$ cat src/design/pcc_pkg.sv
`default_nettype none
// ----------------------------------------------------------------------------
// pcc_pkg
// Shared types, codes and constants of the phone call control block.
// ----------------------------------------------------------------------------
package pcc_pkg;

  localparam int MAX_DIGITS_DEF = 16;
  localparam int COUNT_W        = 5;
  localparam int NUMBER_W       = 64;
  localparam int NIBBLES        = NUMBER_W / 4;

  localparam logic [1:0] SERVICE_REPEAT_RST = 2'd3;
  localparam logic [3:0] DIGIT_ZERO         = 4'd0;
  localparam logic [3:0] DIGIT_NINE         = 4'd9;

  typedef enum logic [2:0] {
    MODE_IDLE     = 3'd0,
    MODE_TONE     = 3'd1,
    MODE_DIALING  = 3'd2,
    MODE_OUTGOING = 3'd3,
    MODE_RINGING  = 3'd4,
    MODE_INCALL   = 3'd5
  } mode_t;

  typedef enum logic [2:0] {
    OP_HOOK_OFF = 3'd0,
    OP_HOOK_ON  = 3'd1,
    OP_DIGIT    = 3'd2,
    OP_TIMEOUT  = 3'd3,
    OP_INCOMING = 3'd4,
    OP_ANSWERED = 3'd5,
    OP_CALL_END = 3'd6
  } op_t;

  typedef enum logic [1:0] {
    TONE_NONE = 2'd0,
    TONE_STOP = 2'd1,
    TONE_DIAL = 2'd2,
    TONE_BUSY = 2'd3
  } tone_cmd_t;

  typedef enum logic [1:0] {
    BELL_NONE  = 2'd0,
    BELL_RING  = 2'd1,
    BELL_HALT  = 2'd2,
    BELL_PULSE = 2'd3
  } bell_cmd_t;

  typedef enum logic [1:0] {
    CALL_NONE   = 2'd0,
    CALL_PLACE  = 2'd1,
    CALL_ANSWER = 2'd2,
    CALL_HANGUP = 2'd3
  } call_cmd_t;

  typedef enum logic [1:0] {
    TIMER_NONE    = 2'd0,
    TIMER_RESTART = 2'd1,
    TIMER_STOP    = 2'd2
  } timer_cmd_t;

  // control from the state machine to the digit store
  typedef struct packed {
    logic take;
    logic clear;
  } dig_ctrl_t;

  // digit store status seen by the state machine
  typedef struct packed {
    logic count_is_two;
    logic first_zero;
    logic second_zero;
  } dig_stat_t;

  // commands and mode produced by one event
  typedef struct packed {
    mode_t      mode;
    tone_cmd_t  tone;
    bell_cmd_t  bell;
    call_cmd_t  call;
    timer_cmd_t timer;
    logic       clr;
    logic       test;
  } cmd_t;

endpackage
`default_nettype wire

$ cat src/design/pcc_digits.sv
`default_nettype none
// ----------------------------------------------------------------------------
// pcc_digits
// Dialed digit store: collects digits in order, clears on dial tone entry.
// ----------------------------------------------------------------------------
module pcc_digits
  import pcc_pkg::*;
#(
  parameter int MAX_DIGITS = MAX_DIGITS_DEF
) (
  input  wire logic                clk,
  input  wire logic                rst,
  input  wire logic                en,
  input  wire dig_ctrl_t           ctrl,
  input  wire logic [3:0]          digit,
  output dig_stat_t                stat,
  output logic [COUNT_W-1:0]       count_next,
  output logic [NUMBER_W-1:0]      number_next
);

  localparam int IDX_W = (MAX_DIGITS > 1) ? $clog2(MAX_DIGITS) : 1;

  logic [3:0]         store      [MAX_DIGITS];
  logic [3:0]         store_next [MAX_DIGITS];
  logic [COUNT_W-1:0] count;
  logic               has_room;
  logic [IDX_W-1:0]   wr_idx;

  assign has_room = (count < COUNT_W'(MAX_DIGITS));
  assign wr_idx   = count[IDX_W-1:0];

  assign stat.count_is_two = (count == COUNT_W'(2));
  assign stat.first_zero   = (store[0] == DIGIT_ZERO);
  assign stat.second_zero  = (store[1] == DIGIT_ZERO);

  always_comb begin
    for (int i = 0; i < MAX_DIGITS; i++) begin
      if (ctrl.clear) begin
        store_next[i] = DIGIT_ZERO;
      end else if (ctrl.take && has_room && (wr_idx == IDX_W'(i))) begin
        store_next[i] = digit;
      end else begin
        store_next[i] = store[i];
      end
    end
  end

  always_comb begin
    if (ctrl.clear) begin
      count_next = '0;
    end else if (ctrl.take && has_room) begin
      count_next = count + COUNT_W'(1);
    end else begin
      count_next = count;
    end
  end

  // nibbles past the last taken digit always hold zero
  always_comb begin
    number_next = '0;
    for (int i = 0; i < NIBBLES; i++) begin
      if (i < MAX_DIGITS) begin
        number_next[4*i +: 4] = store_next[i];
      end
    end
  end

  always_ff @(posedge clk) begin
    if (rst) begin
      count <= '0;
      for (int i = 0; i < MAX_DIGITS; i++) begin
        store[i] <= DIGIT_ZERO;
      end
    end else if (en) begin
      count <= count_next;
      for (int i = 0; i < MAX_DIGITS; i++) begin
        store[i] <= store_next[i];
      end
    end
  end

endmodule
`default_nettype wire

$ cat src/design/pcc_ctrl.sv
`default_nettype none
// ----------------------------------------------------------------------------
// pcc_ctrl
// Call mode state machine with on-hook service code run counters.
// ----------------------------------------------------------------------------
module pcc_ctrl
  import pcc_pkg::*;
(
  input  wire logic       clk,
  input  wire logic       rst,
  input  wire logic       en,
  input  wire logic [2:0] op_code,
  input  wire logic [3:0] digit,
  input  wire logic       link,
  input  wire logic [1:0] repeat_cnt,
  input  wire dig_stat_t  stat,
  output dig_ctrl_t       dig_ctrl,
  output cmd_t            cmd
);

  mode_t      mode;
  mode_t      mode_next;
  logic [1:0] nines_run;
  logic [1:0] nines_run_next;
  logic [1:0] zeros_run;
  logic [1:0] zeros_run_next;

  op_t        op;
  logic       go;
  logic       pulse;
  logic       restart;
  logic       test;
  logic       clr;
  call_cmd_t  call_x;
  logic       nines_hit;
  logic       zeros_hit;
  logic       three_zeros;

  assign op = op_t'(op_code);

  assign nines_hit = ({1'b0, nines_run} + 3'd1) >= {1'b0, repeat_cnt};
  assign zeros_hit = ({1'b0, zeros_run} + 3'd1) >= {1'b0, repeat_cnt};

  // third stored digit completes 000 with the link down
  assign three_zeros = stat.count_is_two && stat.first_zero && stat.second_zero
                       && (digit == DIGIT_ZERO) && !link;

  // next state and event side effects
  always_comb begin
    mode_next      = mode;
    go             = 1'b0;
    nines_run_next = nines_run;
    zeros_run_next = zeros_run;
    dig_ctrl       = '0;
    pulse          = 1'b0;
    restart        = 1'b0;
    test           = 1'b0;
    clr            = 1'b0;
    call_x         = CALL_NONE;
    unique case (mode)
      MODE_IDLE: begin
        if (op == OP_HOOK_OFF) begin
          nines_run_next = '0;
          zeros_run_next = '0;
          mode_next      = MODE_TONE;
          go             = 1'b1;
        end else if (op == OP_INCOMING) begin
          mode_next = MODE_RINGING;
          go        = 1'b1;
        end else if (op == OP_DIGIT) begin
          if (digit == DIGIT_NINE) begin
            zeros_run_next = '0;
            if (nines_hit) begin
              nines_run_next = '0;
              test           = 1'b1;
            end else begin
              nines_run_next = nines_run + 2'd1;
            end
          end else if (digit == DIGIT_ZERO) begin
            nines_run_next = '0;
            if (zeros_hit) begin
              zeros_run_next = '0;
              clr            = 1'b1;
              pulse          = 1'b1;
            end else begin
              zeros_run_next = zeros_run + 2'd1;
            end
          end else begin
            nines_run_next = '0;
            zeros_run_next = '0;
          end
        end
      end
      MODE_TONE: begin
        if (op == OP_HOOK_ON) begin
          mode_next = MODE_IDLE;
          go        = 1'b1;
        end else if (op == OP_INCOMING) begin
          mode_next = MODE_RINGING;
          go        = 1'b1;
        end else if ((op == OP_DIGIT) && link) begin
          dig_ctrl.take = 1'b1;
          mode_next     = MODE_DIALING;
          go            = 1'b1;
        end
      end
      MODE_DIALING: begin
        if (op == OP_HOOK_ON) begin
          mode_next = MODE_IDLE;
          go        = 1'b1;
        end else if (op == OP_DIGIT) begin
          dig_ctrl.take = 1'b1;
          if (three_zeros) begin
            clr       = 1'b1;
            pulse     = 1'b1;
            mode_next = MODE_IDLE;
            go        = 1'b1;
          end else begin
            restart = 1'b1;
          end
        end else if (op == OP_TIMEOUT) begin
          mode_next = MODE_OUTGOING;
          go        = 1'b1;
        end
      end
      MODE_OUTGOING: begin
        if (op == OP_HOOK_ON) begin
          call_x    = CALL_HANGUP;
          mode_next = MODE_IDLE;
          go        = 1'b1;
        end else if (op == OP_ANSWERED) begin
          mode_next = MODE_INCALL;
          go        = 1'b1;
        end else if (op == OP_CALL_END) begin
          mode_next = MODE_TONE;
          go        = 1'b1;
        end
      end
      MODE_RINGING: begin
        if (op == OP_HOOK_OFF) begin
          call_x    = CALL_ANSWER;
          mode_next = MODE_INCALL;
          go        = 1'b1;
        end else if (op == OP_ANSWERED) begin
          mode_next = MODE_INCALL;
          go        = 1'b1;
        end else if (op == OP_CALL_END) begin
          mode_next = MODE_IDLE;
          go        = 1'b1;
        end
      end
      MODE_INCALL: begin
        if (op == OP_HOOK_ON) begin
          call_x    = CALL_HANGUP;
          mode_next = MODE_IDLE;
          go        = 1'b1;
        end else if (op == OP_CALL_END) begin
          mode_next = MODE_IDLE;
          go        = 1'b1;
        end
      end
      default: begin
        mode_next = mode;
      end
    endcase
    // entering dial tone empties the digit store
    if (go && (mode_next == MODE_TONE)) begin
      dig_ctrl.clear = 1'b1;
    end
  end

  // commands for the event
  always_comb begin
    cmd.mode  = mode_next;
    cmd.clr   = clr;
    cmd.test  = test;
    cmd.tone  = TONE_NONE;
    cmd.bell  = pulse ? BELL_PULSE : BELL_NONE;
    cmd.call  = call_x;
    cmd.timer = restart ? TIMER_RESTART : TIMER_NONE;
    if (go) begin
      if (mode == MODE_DIALING) begin
        cmd.timer = TIMER_STOP;
      end
      unique case (mode_next)
        MODE_IDLE: begin
          cmd.tone = TONE_STOP;
          if (!pulse) begin
            cmd.bell = BELL_HALT;
          end
        end
        MODE_TONE:     cmd.tone = link ? TONE_DIAL : TONE_BUSY;
        MODE_DIALING:  cmd.tone = TONE_STOP;
        MODE_OUTGOING: cmd.call = CALL_PLACE;
        MODE_RINGING:  cmd.bell = BELL_RING;
        MODE_INCALL:   cmd.bell = BELL_HALT;
        default:       cmd.tone = TONE_NONE;
      endcase
    end
  end

  always_ff @(posedge clk) begin
    if (rst) begin
      mode      <= MODE_IDLE;
      nines_run <= '0;
      zeros_run <= '0;
    end else if (en) begin
      mode      <= mode_next;
      nines_run <= nines_run_next;
      zeros_run <= zeros_run_next;
    end
  end

endmodule
`default_nettype wire

$ cat src/design/phone_call_control_fsm.sv
`default_nettype none
// ----------------------------------------------------------------------------
// phone_call_control_fsm
// Handset call control: mode tracking, commands and dialed digit collection.
// ----------------------------------------------------------------------------
// Usage:
//   Events enter on the input channel (in_valid/in_ready) as one word of
//   operation, digit and link_connected. Every event gives exactly one
//   result word on the output channel (out_valid/out_ready): the new mode,
//   one-shot tone, bell, call and timer commands, the two service flags and
//   the dialed digits collected so far.
//   The service_repeat register is written over its own channel
//   (cfg_valid/cfg_ready); cfg_ready is always high. Write it only while no
//   event is in flight.
//   An accepted event sits in the input register, passes the event logic
//   and lands in the result register, raising out_valid, once that register
//   is free. Throughput is one event per cycle while the receiver takes
//   results, set by the single pass of event logic between the two registers.
//   When the receiver stalls, the result register holds its word and the
//   input register holds the next event; in_ready drops only when both are
//   full. Reset empties both registers, returns to idle, empties the digit
//   store, clears the service runs and sets service_repeat to 3.
// ----------------------------------------------------------------------------
module phone_call_control_fsm
  import pcc_pkg::*;
#(
  parameter int MAX_DIGITS = MAX_DIGITS_DEF
) (
  input  wire logic                clk,
  input  wire logic                rst,
  // configuration channel
  input  wire logic                cfg_valid,
  output logic                     cfg_ready,
  input  wire logic [1:0]          service_repeat,
  // event channel
  input  wire logic                in_valid,
  output logic                     in_ready,
  input  wire logic [2:0]          operation,
  input  wire logic [3:0]          digit,
  input  wire logic                link_connected,
  // result channel
  output logic                     out_valid,
  input  wire logic                out_ready,
  output logic [2:0]               new_mode,
  output logic [1:0]               tone_command,
  output logic [1:0]               bell_command,
  output logic [1:0]               call_command,
  output logic [1:0]               timer_command,
  output logic                     clear_pairing,
  output logic                     start_bell_test,
  output logic [COUNT_W-1:0]       dialed_count,
  output logic [NUMBER_W-1:0]      dialed_number
);

  // configuration
  logic [1:0] repeat_cnt;

  // input register
  logic       in_q_valid;
  logic [2:0] op_q;
  logic [3:0] digit_q;
  logic       link_q;

  // pipeline control
  logic in_take;
  logic advance;

  dig_ctrl_t             dig_ctrl;
  dig_stat_t             dig_stat;
  cmd_t                  cmd;
  logic [COUNT_W-1:0]    count_next;
  logic [NUMBER_W-1:0]   number_next;

  assign cfg_ready = 1'b1;

  always_ff @(posedge clk) begin
    if (rst) begin
      repeat_cnt <= SERVICE_REPEAT_RST;
    end else if (cfg_valid) begin
      repeat_cnt <= service_repeat;
    end
  end

  // advance the event into the result register once that slot is free
  assign advance  = in_q_valid && (!out_valid || out_ready);
  assign in_ready = !in_q_valid || advance;
  assign in_take  = in_valid && in_ready;

  always_ff @(posedge clk) begin
    if (rst) begin
      in_q_valid <= 1'b0;
    end else begin
      in_q_valid <= in_take || (in_q_valid && !advance);
    end
  end

  always_ff @(posedge clk) begin
    if (in_take) begin
      op_q    <= operation;
      digit_q <= digit;
      link_q  <= link_connected;
    end
  end

  pcc_ctrl u_ctrl (
    .clk        (clk),
    .rst        (rst),
    .en         (advance),
    .op_code    (op_q),
    .digit      (digit_q),
    .link       (link_q),
    .repeat_cnt (repeat_cnt),
    .stat       (dig_stat),
    .dig_ctrl   (dig_ctrl),
    .cmd        (cmd)
  );

  pcc_digits #(
    .MAX_DIGITS (MAX_DIGITS)
  ) u_digits (
    .clk         (clk),
    .rst         (rst),
    .en          (advance),
    .ctrl        (dig_ctrl),
    .digit       (digit_q),
    .stat        (dig_stat),
    .count_next  (count_next),
    .number_next (number_next)
  );

  // result register: hold while stalled, drop valid once taken
  always_ff @(posedge clk) begin
    if (rst) begin
      out_valid <= 1'b0;
    end else begin
      out_valid <= advance || (out_valid && !out_ready);
    end
  end

  always_ff @(posedge clk) begin
    if (advance) begin
      new_mode        <= cmd.mode;
      tone_command    <= cmd.tone;
      bell_command    <= cmd.bell;
      call_command    <= cmd.call;
      timer_command   <= cmd.timer;
      clear_pairing   <= cmd.clr;
      start_bell_test <= cmd.test;
      dialed_count    <= count_next;
      dialed_number   <= number_next;
    end
  end

endmodule
`default_nettype wire

$ cat config.mk
export PLATFORM = sky130hd
export DESIGN_NAME = phone_call_control_fsm
export DESIGN_NICKNAME = d
export VERILOG_FILES = /design/src/design/pcc_pkg.sv /design/src/design/pcc_digits.sv /design/src/design/pcc_ctrl.sv /design/src/design/phone_call_control_fsm.sv
export SDC_FILE = /design/constraint.sdc
export NUM_CORES = 1
export LEC_CHECK = 0
export ABC_CLOCK_PERIOD_IN_PS = 5600
export BUFFER_PORTS_ARGS = -buffer_cell sky130_fd_sc_hd__buf_2
export CAP_MARGIN = 30
export CORE_MARGIN = 5
export CORE_UTILIZATION = 58
export CTS_CLUSTER_SIZE = 16
export DETAILED_ROUTE_END_ITERATION = 10
export PLACE_DENSITY = 0.82
export SETUP_SLACK_MARGIN = 0.2
export SKIP_CTS_REPAIR_TIMING = 1
export SLEW_MARGIN = 40
export SYNTH_ARGS = -nofsm -noshare
export SYNTH_HDL_FRONTEND = slang
export SYNTH_SLANG_ARGS = --single-unit
$ cat constraint.sdc
create_clock -name clk -period 5.6 [get_ports clk]
set_clock_uncertainty 0.2 [all_clocks]
set_input_delay 1.12 -clock clk [delete_from_list [all_inputs] [get_ports clk]]
set_output_delay 1.12 -clock clk [all_outputs]
set_load 0.05 [all_outputs]
After elaboration in Yosys (flattened, before gate mapping). Memory sizes are Yosys's and may differ from the RTL's. Cells that the tools add are included.

Bits in registers: 106. Memories: 1. Input port bits: 15. Memory bits (writable): 64.

$add $sub $neg: 5. Reduce and logical (&&, ||, !) cells: 48. Equality and inequality tests: 34. Bitwise gates (word level): 19. Order comparisons: 3. Muxes and demuxes: 130.

Memories: u_digits.store (words 16, width 4, rd ports 16, clocked after Yosys merged registers in 0, write ports 16, line pcc_digits.sv:23) `logic [3:0] store [MAX_DIGITS];`.

Operators with widths (count): $mux W4 (48); $mux W3 (16); $mux W1 (39); $eq A4 B4 Y1 const B (9); $mux W2 (17); $logic_and A1 B1 Y1 (27); $eq A3 B3 Y1 const B (7); $eq A3 B2 Y1 const B (6); $pmux W3 S6 (1); $eq A4 B3 Y1 const B (4); $logic_not A4 Y1 (4); $or A1 B1 Y1 (16); $mux W5 (2); $eq A3 B1 Y1 const B (3); $logic_not A3 Y1 (3); $eq A4 B2 Y1 const B (2); $pmux W2 S2 (2); $add A2 B1 Y3 const B (2); $ge A3 B2 Y1 (2); $mux W6 (1); $pmux W1 S6 (1); $pmux W2 S3 (1); $add A5 B1 Y5 const B (1); $eq A5 B2 Y1 const B (1); other kinds (12) (24).

Logic depth before layout (Yosys ltp). Gate-level depths: netlist of the first run. An unclocked memory read counts as a cell.

Depth after elaboration: 15. Mapped depth: 10.

Cells and area by module. A second synthesis of the first run with hierarchy kept.

Cell total of the unflattened synthesis: 608. Area total of the unflattened synthesis: 7616.1 µm².

By module, submodules not included: pcc_digits (cells each 353, area an instance 3636.0 µm², times used 1); phone_call_control_fsm (cells each 108, area an instance 2887.8 µm², times used 1); pcc_ctrl (cells each 147, area an instance 1092.3 µm², times used 1).

Worst setup path before layout of the first run. No wires, ideal clock.

Kind: input to register. Start: input out_ready. End: register u_digits.count[4]. Required time: 5.293 ns. Path slack: 0.678 ns. Stages: 7. Buffers on the path: 2. Arrival time: 4.614 ns. Library setup time: 0.107 ns. Cells stage by stage: nor2b_1 > nand2b_1 > clkbuf_1 > inv_1 > clkbuf_1 > a41oi_1 > a211oi_1.

Longest elaborated chain between the ends: 2.

RTL lines: start: declaration (line phone_call_control_fsm.sv:43) `input wire logic out_ready,`; $logic_or A1 B1 Y1 (line phone_call_control_fsm.sv:85) `assign advance = in_q_valid && (!out_valid || out_ready);`; $logic_and A1 B1 Y1 (line phone_call_control_fsm.sv:85); named net advance (line phone_call_control_fsm.sv:66) `logic advance;`; end signal: assignment (line pcc_digits.sv:75) `count <= count_next;`; end: declaration (line pcc_digits.sv:25) `logic [COUNT_W-1:0] count;`.

The timed path passes the listed nets, and every way through them passes these cells. A chain may end at the register's enable or synchronous reset.

Worst setup path in the final report of the first run.
Start: register digit_q[0]. End: register dialed_number[43], data pin.

Longest elaborated chain between the ends: 11. Elaborated cells between the ends (all ways): 15. Classes of those cells: eq/ne (1); mux (10); reduce/logical (4).

RTL lines: start: declaration (line phone_call_control_fsm.sv:61) `logic [3:0] digit_q;`; start signal: assignment (line phone_call_control_fsm.sv:100) `digit_q <= digit;`; $logic_not A4 Y1 * (line pcc_ctrl.sv:46) `&& (digit == DIGIT_ZERO) && !link;`; $logic_and A1 B1 Y1 * (2 in a row) (line pcc_ctrl.sv:46); $mux W3 (line pcc_ctrl.sv:113) `if (three_zeros) begin`; $mux W3 (line pcc_ctrl.sv:111) `end else if (op == OP_DIGIT) begin`; $mux W3 (line pcc_ctrl.sv:108) `if (op == OP_HOOK_ON) begin`; $pmux W3 S6 (line pcc_ctrl.sv:60) `unique case (mode)`; $eq A3 B1 Y1 (line pcc_ctrl.sv:167) `if (go && (mode_next == MODE_TONE)) begin`; $logic_and A1 B1 Y1 * (line pcc_ctrl.sv:167); $mux W1 * (line pcc_ctrl.sv:167); $mux W4 * (line pcc_digits.sv:38) `if (ctrl.clear) begin`; named net number_next[43] (line phone_call_control_fsm.sv:72) `logic [NUMBER_W-1:0] number_next;`; end signal: assignment (line phone_call_control_fsm.sv:150) `dialed_number <= number_next;`; end: declaration (line phone_call_control_fsm.sv:52) `output logic [NUMBER_W-1:0] dialed_number`.

The timed path passes the listed nets; every way through them passes the cells marked *.

==> results of run 1 <==
[stage by stage]
step | utilization | hold slack (ns) | instances | power [mW] | worst slack [ns]
global placement | 0.6291 | 0.3127 | 854 | 1.872 | 1.960
detailed placement | 0.6327 | 0.3375 | 857 | 1.884 | 1.982
global route | 0.6771 | 0.3916 | 890 | 3.093 | 1.917
CTS | 0.6758 | 0.3599 | 889 | 3.002 | 2.154
floorplan | - | 0.2776 | 619 | 1.802 | 0.6782
finish | 0.6771 | 0.3650 | 890 | 2.985 | 2.115
[how the worst max path moves through the flow]
stage	slack, ns	cells past startpoint	endpoint	from
2_1_floorplan	0.68	7	u_digits.count[4]	out_ready
3_3_place_gp	1.96	9	u_ctrl.nines_run[0]	out_ready
3_5_place_dp	1.98	9	u_ctrl.nines_run[0]	out_ready
4_1_cts	2.15	7	dialed_number[43]	digit_q[0]
5_1_grt	1.92	8	dialed_number[17]	digit_q[0]
6_report	2.11	8	dialed_number[43]	digit_q[0]
[logic make-up after synthesis]
family                   after synthesis
XOR/XNOR                               6
buffers and inverters                 57
AND/OR/NAND/NOR                      252
AO/OA/AOI/OAI                         54
adder cells (fa/ha/maj)               10
multiplexers                          69
flip-flops                           170
other                                  1
[layer usage]
metal / wire, µm / up-vias
li1: - / 2404
met5: 0 / -
met3: 1244 / 27
met2: 7663 / 223
met4: 265 / 0
met1: 6978 / 2484
[power groups by stage]
stage | combinational, mW | sequential [mW] | clock [mW]
floorplan | 0.162 | 1.64 | 0
CTS | 0.344 | 1.52 | 1.14
global placement | 0.326 | 1.55 | 0
finish | 0.346 | 1.52 | 1.12
global route | 0.370 | 1.52 | 1.20
detailed placement | 0.342 | 1.54 | 0
[layout make-up]
| type | instances | area (µm²) |
|---|---|---|
| repair buffers | 108 | 594.3 |
| flip-flops and latches | 170 | 4945 |
| clock inverters | 14 | 137.6 |
| clock buffers | 18 | 429.2 |
| multi-input cells | 392 | 2524 |
| inverters | 12 | 46.29 |
| well taps | 176 | 220.2 |
| fillers | 925 | 4242 |
[flip-flops by register name, summed over array words and instances (netlist names), 2 cells and up]
register          flops
dialed_number        64
u_digits.store       64
dialed_count          5
u_digits.count        5
digit_q               4
new_mode              3
op_q                  3
u_ctrl.mode           3
bell_command          2
call_command          2
repeat_cnt            2
timer_command         2
tone_command          2
u_ctrl.nines_run      2
u_ctrl.zeros_run      2
[cell usage in the layout (no fill, tap or decap), types with 4 or more instances in the layout]
master / Yosys / final
edfxtp_1: 154 / 154
nor2_1: 143 / 143
buf_2: 23 / 98
mux2i_1: 68 / 68
nor3_1: 35 / 35
nand2_1: 19 / 18
clkbuf_16: 0 / 17
dfxtp_1: 16 / 16
nand2b_1: 11 / 11
inv_1: 12 / 11
nand3_1: 9 / 9
ha_1: 8 / 8
nor2b_1: 7 / 7
a21oi_1: 7 / 7
a31oi_1: 5 / 5
buf_4: 2 / 5
nand3b_1: 4 / 4
a22oi_1: 4 / 4
nor4_1: 4 / 4
inv_6: 0 / 4
[worst max-delay path, cell delays in order, from the launching register on]
cell      delay, ns
edfxtp_1       0.62
buf_8          0.25
nor4_4         0.35
nand3_1        0.19
nor3_1         0.42
o41ai_4        0.22
nor3_4         0.21
buf_4          0.56
nor2_1         0.17
==> results_dict.tcl, run 1 <==
set metrics [dict create \
    grt_use_met2 0.3312 \
    synth_compound_area_frac 0.05643 \
    drc 0 \
    via_count 5138 \
    synth_top_family_by_area "simple AND/OR/NAND/NOR gates" \
    power.internal_mw 2.182 \
    area_delta_synth_final_pct 15.29 \
    synthArstFlopShare 0 \
    hold_violations 0 \
    cp.arrival_ns 3.43 \
    first_global_vias 5136 \
    startpoint_type "flip-flop" \
    yosys_warnings 0 \
    max-slew-margin-rel 0.4966 \
    die_h_um 125.3 \
    tritoncts "done" \
    synth_xor_area_frac 0.006810 \
    drt-initial-drc-count 460 \
    grt_use_met3 0.06226 \
    syn_area_per_cell_um2 12.47 \
    end_kind "flip-flop" \
    die_w_um 125.3 \
    io_buffers 98 \
    diodes 0 \
    clk_latency_ns 0.43 \
    grt_pass1_wl_um 26330 \
    hold_start "in_q_valid" \
    wire_per_inst_um 18.15 \
    crit_type "flip-flop to flip-flop" \
    rows 42 \
    rsz0062_at_grt "no" \
    totalWireLength_um 16150 \
    p_sw_frac 0.2689 \
    grt-ovfl-total 0 \
    ys_top_cells_by_count "edfxtp_1 (154), nor2_1 (143), mux2i_1 (68), nor3_1 (35), buf_2 (23)" \
    ys_top_cells_by_area "edfxtp_1 (60%), mux2i_1 (8.8%), nor2_1 (7.0%), dfxtp_1 (4.2%), nor3_1 (2.3%)" \
    holdPathStages 2 \
    top_usage_layer "met2" \
    synth_adder_area_share 0.01816 \
    outcome "finished, final reports clean" \
    grt_util_met1 0.2805 \
    crit_fanout 66 \
    synth_ff_type "edfxtp_1" \
    synth-simple-area-share 0.1532 \
    p_sw_mw 0.8026 \
    p_leak_nw 3.365 \
    synth_edf_count 154 \
    ys_seq_elements 170 \
    cts_htree_levels 4 \
    timing.rr.start "digit_q[0]" \
    synth_most_common_cell "edfxtp_1" \
    dpl.hpwl_um 10390 \
    dr.pass1.iters 5 \
    synth.distinct_cells 60 \
    die_area_mm2 0.01571 \
    p_seq_frac 0.508 \
    layout.nets 726 \
    synth_top_cell_area_share 0.5993 \
    fin_tns_setup_ns 0 \
    syn_inst 619 \
    peakVddDrop_uv 280.1 \
    period_needed_ns 3.485 \
    drt.antenna.violating_nets 0 \
    cts_sinks 170 \
    synthMuxAreaShare 0.08967 \
    reg2reg_slack_ns 2.11 \
    tritoncts.num_buffers 17 \
    clkPwrFrac 0.376 \
    setup_viol_count_final 0 \
    place_congestion 0.8606 \
    yosys.area.top_type "edfxtp_1" \
    hp-class "flip-flop to flip-flop" \
    routed_via_density 5.773 \
    fin_crit_sh 0.6224 \
    syn_nets 644 \
    p_per_area_mw_per_mm2 335.5 \
    final_area_mm2 0.008896 \
    core_mm2 0.01314 \
    maxCapViolCount 0 \
    grt_max_degree 94 \
    yosysSeqAreaShare 0.6408 \
    clockBufferDepth 2 \
    fmax_ghz 0.2869 \
    dpl_cell_area_mm2 0.008312 \
    syn-cell-area_mm2 0.007716 \
    clkTransAtPathRegs_ns 0.07 \
    rr_worst_depth 8 \
    tightest_slew_ns 0.7540 \
    ios 100 \
    r2r_end "dialed_number[43]" \
    clockRootBuffer "clkbuf_16" \
    drv_slew 0 \
    antenna_found_initial 0 \
    min_to "in_q_valid" \
    drive_gt1_frac 0.2157 \
    p_comb_frac 0.116 \
    required_ns 5.55 \
    grt_use_total 0.2089 \
    start_util 0.5873 \
]
Note: power is estimated with default switching activity, not from simulation.
==> run 2, diff against run 1 <==
Settings changed: ABC_CLOCK_PERIOD_IN_PS 5600 to 3300.
Clock period 5.6 ns to 3.3 ns, I/O delays scaled along.
==> run 2 against run 1 <==
Critical path type unchanged. First-iteration DRC count down 11%. Total power up 67%. Wire length up 3.0%. Core utilization up 0.26 points. Critical endpoint is now dialed_number[34]. Count of clock-buffer cells in the layout up 7. Register-to-register slack worse by 1.7 ns. Largest power group unchanged. Cell count up 0.79%. Worst setup slack worse by 1.7 ns. Sequential power up 68%. Combinational power up 78%.
==> results_dict.tcl, run 2 (same netlist as run 1, synthesis figures left out) <==
set metrics [dict create \
    hold_violations 0 \
    fin_crit_sh 0.8878 \
    critical-path-slowest-cell "dfxtp_1" \
    core_mm2 0.01314 \
    layout.nets 733 \
    required_ns 3.25 \
    drt-initial-drc-count 411 \
    clk_latency_ns 0.43 \
    cts_sinks 170 \
    dpl.hpwl_um 10630 \
    multi_input_area_mm2 0.002526 \
    first_global_vias 5182 \
    final_area_mm2 0.008930 \
    grt-ovfl-total 0 \
    max-slew-margin-rel 0.5899 \
    maxCapViolCount 0 \
    rows 42 \
    hp-class "input port to flip-flop" \
    grt_use_total 0.2202 \
    rsz0062_at_grt "no" \
    reg2reg_slack_ns 0.37 \
    end_kind "flip-flop" \
    io_buffers 98 \
    fin_util 0.6797 \
    die_h_um 125.3 \
    crit_fanout 98 \
    wire_per_inst_um 18.55 \
    fillers 956 \
    slowest_delay_ns 0.37 \
    peakVddDrop_uv 360.4 \
    seq_area_mm2 0.004945 \
    grt_max_degree 99 \
    drc 0 \
    antenna_found_initial 0 \
    drive_gt1_frac 0.2205 \
    die_w_um 125.3 \
    routed_via_density 5.715 \
    largestRegisters "dialed_number (64), u_digits.store (64)" \
    startpoint_type "flip-flop" \
    fmax_ghz 0.3413 \
    power_mw 4.999 \
    totalWireLength_um 16640 \
    outcome "finished, final reports clean" \
    drt.antenna.violating_nets 0 \
    clkTransAtPathRegs_ns 0.07 \
    crit_type "flip-flop to flip-flop" \
    p_leak_nw 3.378 \
    setup_viol_count_final 0 \
    tightest_slew_ns 0.6151 \
    area_delta_synth_final_pct 15.73 \
    period_needed_ns 2.930 \
    die_area_mm2 0.01571 \
    drv_slew 0 \
    tritoncts "done" \
    tritoncts.num_buffers 17 \
    dr.pass1.iters 5 \
    cp.arrival_ns 2.88 \
    clockRootBuffer "clkbuf_16" \
    p_per_area_mw_per_mm2 559.9 \
    crit_buf_inv 2 \
    dpl_cell_area_mm2 0.008371 \
    layout_common_cells "edfxtp_1 (154), nor2_1 (140), buf_2 (98), mux2i_1 (68), nor3_1 (35)" \
    clockBufferDepth 2 \
    crit_chain "inv_1, ha_1, nor2b_1, nand2_1, nor3_1, o41ai_4, nor3_4, buf_12, nor2_1" \
    crit_family "simple AND/OR/NAND/NOR gates" \
    cts_htree_levels 4 \
    fin_tns_setup_ns 0 \
    start_util 0.5873 \
    place_congestion 0.8649 \
    via_count 5126 \
    grt_pass1_wl_um 27390 \
    layout_commonest_cell "edfxtp_1" \
    diodes 0 \
    ios 100 \
]
run 2: cell types whose count changed in the layout (fill, tap and decap cells not counted), moves of 2 or more:
cell and delta:
nor2_1 -3, inv_6 -4, buf_4 +8, clkbuf_1 +6
nor2_2 +3, clkinv_4 -2, buf_8 -2, buf_6 -2
buf_12 +3, inv_8 -2
run 2: final timing paths:
check,depth (start not counted),start,endpoint
max,9,u_digits.count[0],dialed_number[34]
min,1,operation[1],op_q[1]
max reg2reg,9,u_digits.count[0],dialed_number[34]
min reg2reg,2,in_q_valid,out_valid
run 2: routing by layer:
layer	GRT usage	vias up	routed length, µm
met5	0	-	0
met4	0.08291	0	249
met3	0.05203	21	1095
met2	0.3432	199	8031
met1	0.3049	2483	7258
li1	-	2423	-
run 2: final cells by class:
cell class                 count  share of cell area
tap                          176             0.02466
clock inverter                 7            0.007987
multi-input combinational    392              0.2829
sequential                   170              0.5537
inverter                      12            0.005184
clock buffer                  25             0.05212
timing repair buffer         115             0.07342
run 2: power breakdown:
group | switching (mW) | internal [mW]
registers | 0.0518 | 2.50
logic | 0.466 | 0.150
clock network | 0.772 | 1.06
run 2: stage by stage:
| step | cells | hold slack (ns) | worst slack (ns) |
|---|---|---|---|
| finish | 897 | 0.2163 | 0.3701 |
| CTS | 895 | 0.1985 | 0.2093 |
| floorplan | 619 | 0.2776 | 0.1038 |
| global placement | 863 | 0.2956 | 0.2737 |
| global route | 897 | 0.2047 | 0.2015 |
| detailed placement | 863 | 0.3312 | 0.2381 |
==> run 3, diff against run 2 <==
Settings changed: CELL_PAD_IN_SITES_DETAIL_PLACEMENT set to 1, CELL_PAD_IN_SITES_GLOBAL_PLACEMENT set to 1, CORE_UTILIZATION 58 to 47.
==> run 3 against run 2 <==
Count of clock-buffer cells in the layout down 3. Final area up 1.6%. Via count up 3.1%. Sequential power about the same. Maximum frequency up 0.70%. Critical path depth down 2. Core utilization down 11 points.
==> results_dict.tcl, run 3 (same netlist as run 1, synthesis figures left out) <==
set metrics [dict create \
    routed_via_density 5.593 \
    cts_htree_levels 4 \
    drt-initial-drc-count 508 \
    layout_commonest_cell "edfxtp_1" \
    p_per_area_mw_per_mm2 559.7 \
    fmax_ghz 0.3437 \
    cts_sinks 170 \
    drv_slew 0 \
    critical-path-slowest-cell "o41ai_4" \
    outcome "finished, final reports clean" \
    instances_no_fill 945 \
    fin_tns_setup_ns 0 \
    end_kind "flip-flop" \
    diodes 0 \
    clockRootBuffer "clkbuf_16" \
    grt_pass1_wl_um 31090 \
    maxCapViolCount 0 \
    final_area_mm2 0.009074 \
    first_global_vias 5674 \
    tritoncts "done" \
    dr.pass1.iters 5 \
    startpoint_type "flip-flop" \
    max-slew-margin-rel 0.5306 \
    die_area_mm2 0.01908 \
    layout_common_cells "edfxtp_1 (154), nor2_1 (140), buf_2 (98), mux2i_1 (68), nor3_1 (34)" \
    clk_latency_ns 0.43 \
    ios 100 \
    io_buffers 98 \
    peakVddDrop_uv 383.3 \
    dpl_cell_area_mm2 0.008448 \
    largestRegisters "dialed_number (64), u_digits.store (64)" \
    wire_per_inst_um 20.86 \
    tightest_slew_ns 0.7016 \
    clkTransAtPathRegs_ns 0.07 \
    area_delta_synth_final_pct 17.59 \
    reg2reg_slack_ns 0.39 \
    dpl.hpwl_um 12620 \
    crit_path_start "u_ctrl.mode[0]" \
    rows 46 \
    p_leak_nw 3.431 \
    setup_viol_count_final 0 \
    hold_violations 0 \
    required_ns 3.35 \
    grt_max_degree 58 \
    period_needed_ns 2.910 \
    layout.nets 741 \
    rsz0062_at_grt "no" \
    via_count 5285 \
    drt.antenna.violating_nets 0 \
    grt-ovfl-total 0 \
    dp.cells 905 \
    cp.arrival_ns 2.96 \
    core_mm2 0.01600 \
    die_w_um 138.1 \
    slowest_delay_ns 0.70 \
    drc 0 \
    die_h_um 138.1 \
    totalWireLength_um 19710 \
    crit_chain "buf_4, mux2i_1, a311oi_1, o41ai_4, nor3_4, buf_12, nor3_1" \
    drive_gt1_frac 0.2346 \
    tritoncts.num_buffers 17 \
    clockBufferDepth 2 \
    r2r_end "u_digits.store[14][1]" \
    crit_fanout 57 \
    power_mw 5.079 \
    timing.rr.start "u_ctrl.mode[0]" \
    antenna_found_initial 0 \
    grt_use_total 0.2043 \
    rr_worst_depth 7 \
    hp-class "input port to flip-flop" \
    cp-endpoint "u_digits.store[14][1]" \
    place_congestion 0.8699 \
    start_util 0.4822 \
    fin_crit_sh 0.8817 \
    crit_type "flip-flop to flip-flop" \
]
==> run 3: through the flow <==
stage / hold WS, ns / setup WS (ns) / utilization
6_report: 0.2097 / 0.3904 / 0.5671
5_1_grt: 0.2015 / 0.2391 / 0.5671
4_1_cts: 0.1963 / 0.1792 / 0.5617
3_5_place_dp: 0.3430 / 0.2666 / 0.5280
3_3_place_gp: 0.2992 / 0.4334 / 0.5280
2_1_floorplan: 0.2776 / 0.1038 / -
==> run 3: critical path, delay by kind of cell (launching register included) <==
kind,cells,cell delay [ns]
AOI/OAI and AO/OA,2,0.79
buffers and inverters,2,0.49
DFF,1,0.62
muxes,1,0.20
and+or+nand+nor,2,0.38
==> run 3: worst min-delay path by stage <==
stage	start	to	slack, ns	depth (start not counted)
after global placement	in_q_valid	out_valid	0.30	2
after CTS	operation[0]	op_q[0]	0.20	1
after detailed placement	in_q_valid	in_q_valid	0.34	2
final	digit[3]	digit_q[3]	0.21	1
after global routing	digit[3]	digit_q[3]	0.20	1
after floorplan	repeat_cnt[0]	repeat_cnt[0]	0.28	2
==> run 3: power breakdown <==
group	leakage [nW]	internal [mW]	switching, mW
clock	0.259	1.04	0.832
combinational	1.50	0.161	0.487
sequential	1.67	2.50	0.0543
total	3.43	3.71	1.37
==> run 3: cell type report <==
cell class / count / area, µm²
clock inverters: 10 / 95.09
clock buffers: 22 / 444.2
multi-input cells: 392 / 2544
repair buffers: 123 / 728.2
inverters: 12 / 46.29
flip-flops and latches: 170 / 4946
well taps: 216 / 270.3
fillers: 1683 / 6927
==> run 3: routing by layer <==
layer / track usage / share of wire / wire length [µm] / vias up
li1: - / - / - / 2439
met1: 0.2623 / 0.43 / 8386 / 2657
met2: 0.3404 / 0.50 / 9918 / 162
met3: 0.05207 / 0.055 / 1090 / 27
met4: 0.06760 / 0.016 / 316 / 0
met5: 0 / 0 / 0 / -
